[src/rtl/cacfr_pkg.sv]
// Shared types for the clockwise arc center block.
package cacfr_pkg;

  typedef enum logic [3:0] {
    ST_IDLE, ST_MUL1, ST_FORM, ST_SQRT, ST_PREP2, ST_MUL2, ST_FORMN, ST_DIV, ST_DONE
  } cacfr_state_e;

  typedef enum logic [3:0] {
    OP_NONE, OP_LOAD, OP_MUL1, OP_FORM, OP_SQRT, OP_PREP2, OP_MUL2, OP_FORMN, OP_DIV,
    OP_DONE
  } cacfr_op_e;

  typedef struct packed {
    cacfr_op_e op;
    logic      out_load;
  } cacfr_cmd_t;

endpackage

[src/rtl/cacfr_ctrl.sv]
// Sequencer for the arc center datapath.
module cacfr_ctrl #(
  parameter int CB = 32
) (
  input  logic              clk_i,
  input  logic              rst_ni,
  input  logic              in_valid_i,
  output logic              in_ready_o,
  input  logic              out_ready_i,
  output logic              out_valid_o,
  output cacfr_pkg::cacfr_cmd_t cmd_o
);
  import cacfr_pkg::*;

  localparam int DW   = CB + 1;
  localparam int SW   = CB + 2;
  localparam int NW   = 2 * CB + 4;
  localparam int CNTW = $clog2(NW + 1);

  cacfr_state_e state_q, state_d;
  logic [CNTW-1:0] cnt_q, cnt_d;
  logic out_valid_q, out_valid_d;
  logic out_free;

  assign out_free = !out_valid_q || out_ready_i;

  always_ff @(posedge clk_i or negedge rst_ni) begin
    if (!rst_ni) begin
      state_q     <= ST_IDLE;
      cnt_q       <= '0;
      out_valid_q <= 1'b0;
    end else begin
      state_q     <= state_d;
      cnt_q       <= cnt_d;
      out_valid_q <= out_valid_d;
    end
  end

  // next state and iteration count
  always_comb begin
    state_d = state_q;
    cnt_d   = cnt_q;
    unique case (state_q)
      ST_IDLE: begin
        if (in_valid_i) begin
          state_d = ST_MUL1;
          cnt_d   = CNTW'(DW - 1);
        end
      end
      ST_MUL1: begin
        cnt_d = cnt_q - 1'b1;
        if (cnt_q == '0) state_d = ST_FORM;
      end
      ST_FORM: begin
        state_d = ST_SQRT;
        cnt_d   = CNTW'(SW - 1);
      end
      ST_SQRT: begin
        cnt_d = cnt_q - 1'b1;
        if (cnt_q == '0) state_d = ST_PREP2;
      end
      ST_PREP2: begin
        state_d = ST_MUL2;
        cnt_d   = CNTW'(SW - 1);
      end
      ST_MUL2: begin
        cnt_d = cnt_q - 1'b1;
        if (cnt_q == '0) state_d = ST_FORMN;
      end
      ST_FORMN: begin
        state_d = ST_DIV;
        cnt_d   = CNTW'(NW - 1);
      end
      ST_DIV: begin
        cnt_d = cnt_q - 1'b1;
        if (cnt_q == '0) state_d = ST_DONE;
      end
      ST_DONE: begin
        if (out_free) state_d = ST_IDLE;
      end
      default: state_d = ST_IDLE;
    endcase
  end

  // commands and handshake outputs
  always_comb begin
    cmd_o.op       = OP_NONE;
    cmd_o.out_load = 1'b0;
    out_valid_d    = out_valid_q && !out_ready_i;
    unique case (state_q)
      ST_IDLE:  if (in_valid_i) cmd_o.op = OP_LOAD;
      ST_MUL1:  cmd_o.op = OP_MUL1;
      ST_FORM:  cmd_o.op = OP_FORM;
      ST_SQRT:  cmd_o.op = OP_SQRT;
      ST_PREP2: cmd_o.op = OP_PREP2;
      ST_MUL2:  cmd_o.op = OP_MUL2;
      ST_FORMN: cmd_o.op = OP_FORMN;
      ST_DIV:   cmd_o.op = OP_DIV;
      ST_DONE: begin
        if (out_free) begin
          cmd_o.op       = OP_DONE;
          cmd_o.out_load = 1'b1;
          out_valid_d    = 1'b1;
        end
      end
      default: cmd_o.op = OP_NONE;
    endcase
  end

  assign in_ready_o  = (state_q == ST_IDLE);
  assign out_valid_o = out_valid_q;

endmodule

[config.mk]
export PLATFORM = sky130hd
export DESIGN_NAME = cacfr_ctrl
export DESIGN_NICKNAME = d
export VERILOG_FILES = /design/src/rtl/cacfr_pkg.sv /design/src/rtl/cacfr_ctrl.sv
export SDC_FILE = /design/constraint.sdc
export NUM_CORES = 1
export LEC_CHECK = 0
export BUFFER_PORTS_ARGS = -buffer_cell sky130_fd_sc_hd__clkbuf_2
export CORE_UTILIZATION = 46
export DETAILED_ROUTE_END_ITERATION = 6
export GPL_TIMING_DRIVEN = 1
export MAX_ROUTING_LAYER = met4
export PLACE_DENSITY_LB_ADDON = 0.15
export REMOVE_ABC_BUFFERS = 1
export SETUP_SLACK_MARGIN = 0.1
export SLEW_MARGIN = 20
export SYNTH_ARGS = -nofsm -noshare
export SYNTH_HDL_FRONTEND = slang
export SYNTH_SLANG_ARGS = --single-unit
[constraint.sdc]
create_clock -name clk_i -period 3.2 [get_ports clk_i]
set_clock_uncertainty 0.15 [all_clocks]
set_input_delay 0.16 -clock clk_i [delete_from_list [all_inputs] [get_ports clk_i]]
set_output_delay 0.16 -clock clk_i [all_outputs]
set_load 0.01 [all_outputs]
== Word-level counts from Yosys, hierarchy flattened ==
Cells that the tools add are included.

* Flip-flop bits (word level): 12
* Input port bits: 4
* Output and inout port bits: 7
* Logic and storage cells: 44

* $add $sub $neg: 1
* Equal/unequal tests: 14
* Mux-type cells: 15
* Reductions and logical operators: 11

{| class="wikitable"
|+ Operators with widths
! cell !! count
|-
| one-hot mux 4 bit (9 select lines) || 2
|-
| one-hot mux 7 bit (4 select lines) || 1
|-
| two-way mux 4 bit || 6
|-
| equality test 4 x 3 -> 1 bit (second input constant) || 4
|-
| != test 2 bit (second input constant) || 6
|-
| equality test 4 x 2 -> 1 bit (second input constant) || 2
|-
| logical NOT 7 bit || 1
|-
| two-way mux 7 bit || 1
|-
| subtractor 7 x 1 -> 7 bit (second input constant) || 1
|-
| AND reduction 6 bit || 1
|-
| two-way mux 5 bit || 1
|-
| equality test 4 x 1 -> 1 bit (second input constant) || 1
|-
| equality test 4 bit (second input constant) || 1
|-
| logical NOT 4 bit || 1
|-
| two-way mux 1 bit || 4
|-
| nonzero test 4 bit || 1
|-
| OR reduction 4 bit || 1
|-
| logical NOT 1 bit || 2
|-
| AND reduction 2 bit || 1
|-
| OR reduction 2 bit || 1
|-
| logical AND 1 bit || 1
|-
| logical OR 1 bit || 1
|}

== Depth between registers and ports, before layout ==
* Word-level depth: 4
* Gate-level depth with buffers: 6

== Worst setup path after synthesis ==
OpenSTA, ideal clock, no wires.

* Kind: reg2reg
* From: reg cnt_q[0]
* To: reg cnt_q[5]
* Setup time: 0.123 ns
* Arrival time: 1.327 ns
* Data required time: 2.927 ns
* Path slack: 1.601 ns
* Cell stages (with the launch flop): 5
* Buffers on the path: 0
* Period minus slack after synthesis: 1.599 ns
* Cell sequence: dfrtp_1 or4_1 nor2_1 xor2_1 o221a_2

* Longest elaborated chain between the ends: 2

{| class="wikitable"
|+ Ends and longest elaborated chain
! element !! line !! RTL
|-
| from (decl) || cacfr_ctrl.sv:21 || <nowiki>logic [CNTW-1:0] cnt_q, cnt_d;</nowiki>
|-
| from (signal assigned) || cacfr_ctrl.sv:34 || <nowiki>cnt_q <= cnt_d;</nowiki>
|-
| subtractor 7 x 1 -> 7 bit || -- ||
|-
| one-hot mux 7 bit (4 select lines) || cacfr_ctrl.sv:43 || <nowiki>unique case (state_q)</nowiki>
|}

Every way passes these cells.
A chain may end at the register's enable or synchronous reset.

==> impl_results.md <==
* Run status: complete, no violations
* Crit path max fanout at 10
* Startpoint of the lowest-slack hold path: out_ready_i
* Area of the die at between 1500 and 2000 µm²
* Overflow left after global routing at 0
* TritonCTS sink count at 12
* Tightest slew margin relative to the limit at 64.2%
* Buffers and inverters on the worst path at 1
* Depth of the worst register-to-register path at 3
* Critical path's slowest cell: dfrtp_1
* Final Setup Violations at 0
* Num CTS Buffers at 3
* Netlist cell types at 32
* Largest vdd supply drop at approximately 0.43 mV
* Largest net degree at the start of global routing at 19
* Clock tree root driver cell: clkbuf_4
* Post-route DRC at 0
* Count of flip-flops with a built-in enable after synthesis at 0
* Post-layout net count at 94
* Power density relative to cell area at ~840 nW/µm²
* Yosys reg bits at 12
* Measured slew at the worst slew-check pin at about 0.53 ns
* Most instantiated flip-flop cell in the synthesis netlist: dfrtp_1
* Critical Path AT at between 1.5 and 2 ns
* Worst reg2reg endpoint: cnt_q[3]
* Starting density of the core at between 50 and 60%
* Startpoint class of the critical path: flip-flop
* Sum of net half-perimeters after detailed placement at a little under 1000 µm
* GRT Total Usage at about 18%
* Filler Cells Inserted at 123
* Number of optimization iterations in the first detailed-route pass at 4
* Count of pins on the block boundary at 11
* Die outline height at between 40 and 50 µm
* Global placement routability congestion at about 0.81
* Routed len/inst at 13.9 µm
* Ratio of final minimum period to clock period at about three fifths
* Floorplan row count at 13
* Number of logic stages on the critical path including buffering at 4
* Leakage power at 0.376 nW
* Antenna Diode Count at 0
* Worst Setup Path Type: flip-flop to output pin
* Worst flop-to-flop path startpoint: state_q[3]
* Fmax at approximately 0.53 GHz
* Unrepaired setup endpoints after global routing: no
* Average cell area after synthesis at 9.29 µm²
* Critical Path End Type: output pin
* Sequential element share of the synthesized area at a little over two fifths
* Via density at 5.60
* Count of final max-slew check failures at 0
* Min-Delay Endpoint: out_valid_o
* Buffer levels on the longest clock path at 2
* Gate count after technology mapping at between 70 and 80
* H-tree lvl count at 1
* Routed wire length at roughly 1400 µm
* Via total after detailed routing at 566
* Warning count from the yosys run at 0
* Number of global-route vias before repair at between 500 and 600
* Post-CTS clock slew at the launch and capture registers of the worst setup and hold paths at around 0.070 ns
* Worst R2R Setup Slack at 1.45 ns
* Worst hold stages at 3
* Number of hold-slack violations in the final timing report at 0
* TritonCTS clock tree: built
* Layout overhead on the synthesized area at 10.1%
* Required time of the critical path at 2.89 ns
* Die width at 41.4 µm
* First-iteration detailed-routing DRC count at 10
* First-pass GRT wire length at between 2000 and 2500 µm
* CP max stage delay at between 0.5 and 0.6 ns
* Max-Cap Viols at 0
* Number of buffers added on ports at 10
* Std-Cell Core Area at 1370 µm²
* Crit path max-delay family: simple AND/OR/NAND/NOR gates
* Number of buffers inserted by post-CTS setup repair at 0
* Accumulated negative setup slack at 0 ns
* Number of antenna violations at the first check in global routing at 0
* Cell-by-cell trace of the critical path: nor3_1 > nand3_1 > o21ai_0 > clkbuf_2
* Classification of the worst-slack hold path: primary input to flip-flop
* Shortest period the worst path allows at about 1.9 ns
* Number of cells in the finished layout apart from fillers at 101
* Cell Area, Synth at a little over 700 µm²
* Ratio of cells with drive above 1 in the final layout at 20.9%
* Async S/R FF share, synth at 100%
* Remaining antenna violation count after routing at 0
* Insertion delay to the later sink of the worst-skew pair at 0.27 ns
* Placed Instances at just under 100
[cell type report]
type / count / area (µm²) / area share [%]
Sequential cell: 12 / 300 / 38.1
Multi-Input combinational cell: 57 / 375 / 47.6
Clock buffer: 3 / 22.5 / 2.86
Tap cell: 15 / 18.8 / 2.38
Timing Repair Buffer: 11 / 60.1 / 7.62
Inverter: 3 / 11.3 / 1.43
[metrics by stage]
| stage | instance area (µm²) | hold WS [ns] | total power, mW | setup WS [ns] | utilization (%) |
|---|---|---|---|---|---|
| after floorplan | 687 | -0.286 | 0.490 | 1.55 | - |
| after global placement | 756 | -0.0893 | 0.561 | 1.48 | 55.3 |
| after detailed placement | 756 | -0.0844 | 0.573 | 1.46 | 55.3 |
| after CTS | 788 | 0.0530 | 0.668 | 1.33 | 57.7 |
| after global routing | 788 | 0.0715 | 0.714 | 1.17 | 57.7 |
| final | 788 | 0.0588 | 0.666 | 1.33 | 57.7 |
[cell usage after synthesis (2+ instances only)]
library cell | count | area share (%)
nor4_1 | 3 | 2.6
nor3_1 | 3 | 2.1
nor2_1 | 8 | 4.2
dfrtp_1 | 12 | 42
or3_1 | 2 | 1.7
nand2b_1 | 4 | 3.5
inv_1 | 3 | 1.6
a21oi_1 | 2 | 1.4
buf_2 | 2 | 1.4
nand2_1 | 5 | 2.6
xnor2_1 | 4 | 4.9
nand3_1 | 2 | 1.4
xor2_1 | 3 | 3.7
ha_1 | 2 | 3.5
o21ai_0 | 5 | 3.5
[placed cells by master, fill, tap and decap left out, types with 4 or more instances in the layout]
cell | synthesis | final
nor2_1 | 8 | 8
o21ai_0 | 5 | 5
xnor2_1 | 4 | 4
clkbuf_2 | 0 | 10
nand2_1 | 5 | 5
dfrtp_1 | 12 | 12
nand2b_1 | 4 | 4
[how the worst max path moves through the flow]
stage | start | endpoint | slack (ns)
detailed placement | state_q[3] | cnt_q[3] | 1.46
finish | state_q[1] | cmd_o[4] | 1.33
CTS | state_q[1] | cmd_o[4] | 1.33
global route | state_q[1] | cmd_o[4] | 1.17
floorplan | state_q[3] | cnt_q[3] | 1.55
global placement | state_q[3] | cnt_q[3] | 1.48
[cell families after synthesis]
logic type	after synthesis	synth area share, %
buffers and inverters	8	5.59
adders and majority gates	2	3.50
and+or+nand+nor	35	28.3
xor gates and xnor gates	7	8.57
AOI/OAI and AO/OA	12	10.7
muxes	1	1.40
DFF	12	42.0
[state kept, by name, indices dropped and copies added, names as in the netlist]
name         count
cnt_q            7
state_q          4
out_valid_o      1
[worst min-delay path: cells and delay by family]
family	cells	cell delay [ns]
simple gates	2	0.21
buf+inv	1	0.07
[where the power goes]
group / leakage, nW / switching, mW / internal [mW] / total [mW]
clock network: 0.0138 / 0.0503 / 0.0435 / 0.0938
registers: 0.148 / 0.0837 / 0.207 / 0.290
logic: 0.214 / 0.135 / 0.147 / 0.282
total: 0.376 / 0.269 / 0.397 / 0.666
[routing by layer]
metal,wire length [µm],global-route usage [%],vias to the layer above
li1,-,-,290
met1,736,24.5,257
met2,602,25.3,17
met3,63,2.61,2
met4,5,9.03,0
met5,0,-,-
[repair_timing]
item                                   CTS  global route
hold buffers                             1             0
endpoints found under the hold margin   12             0
gates resized for setup                  0             0
Power figures use the tool's default switching activity.
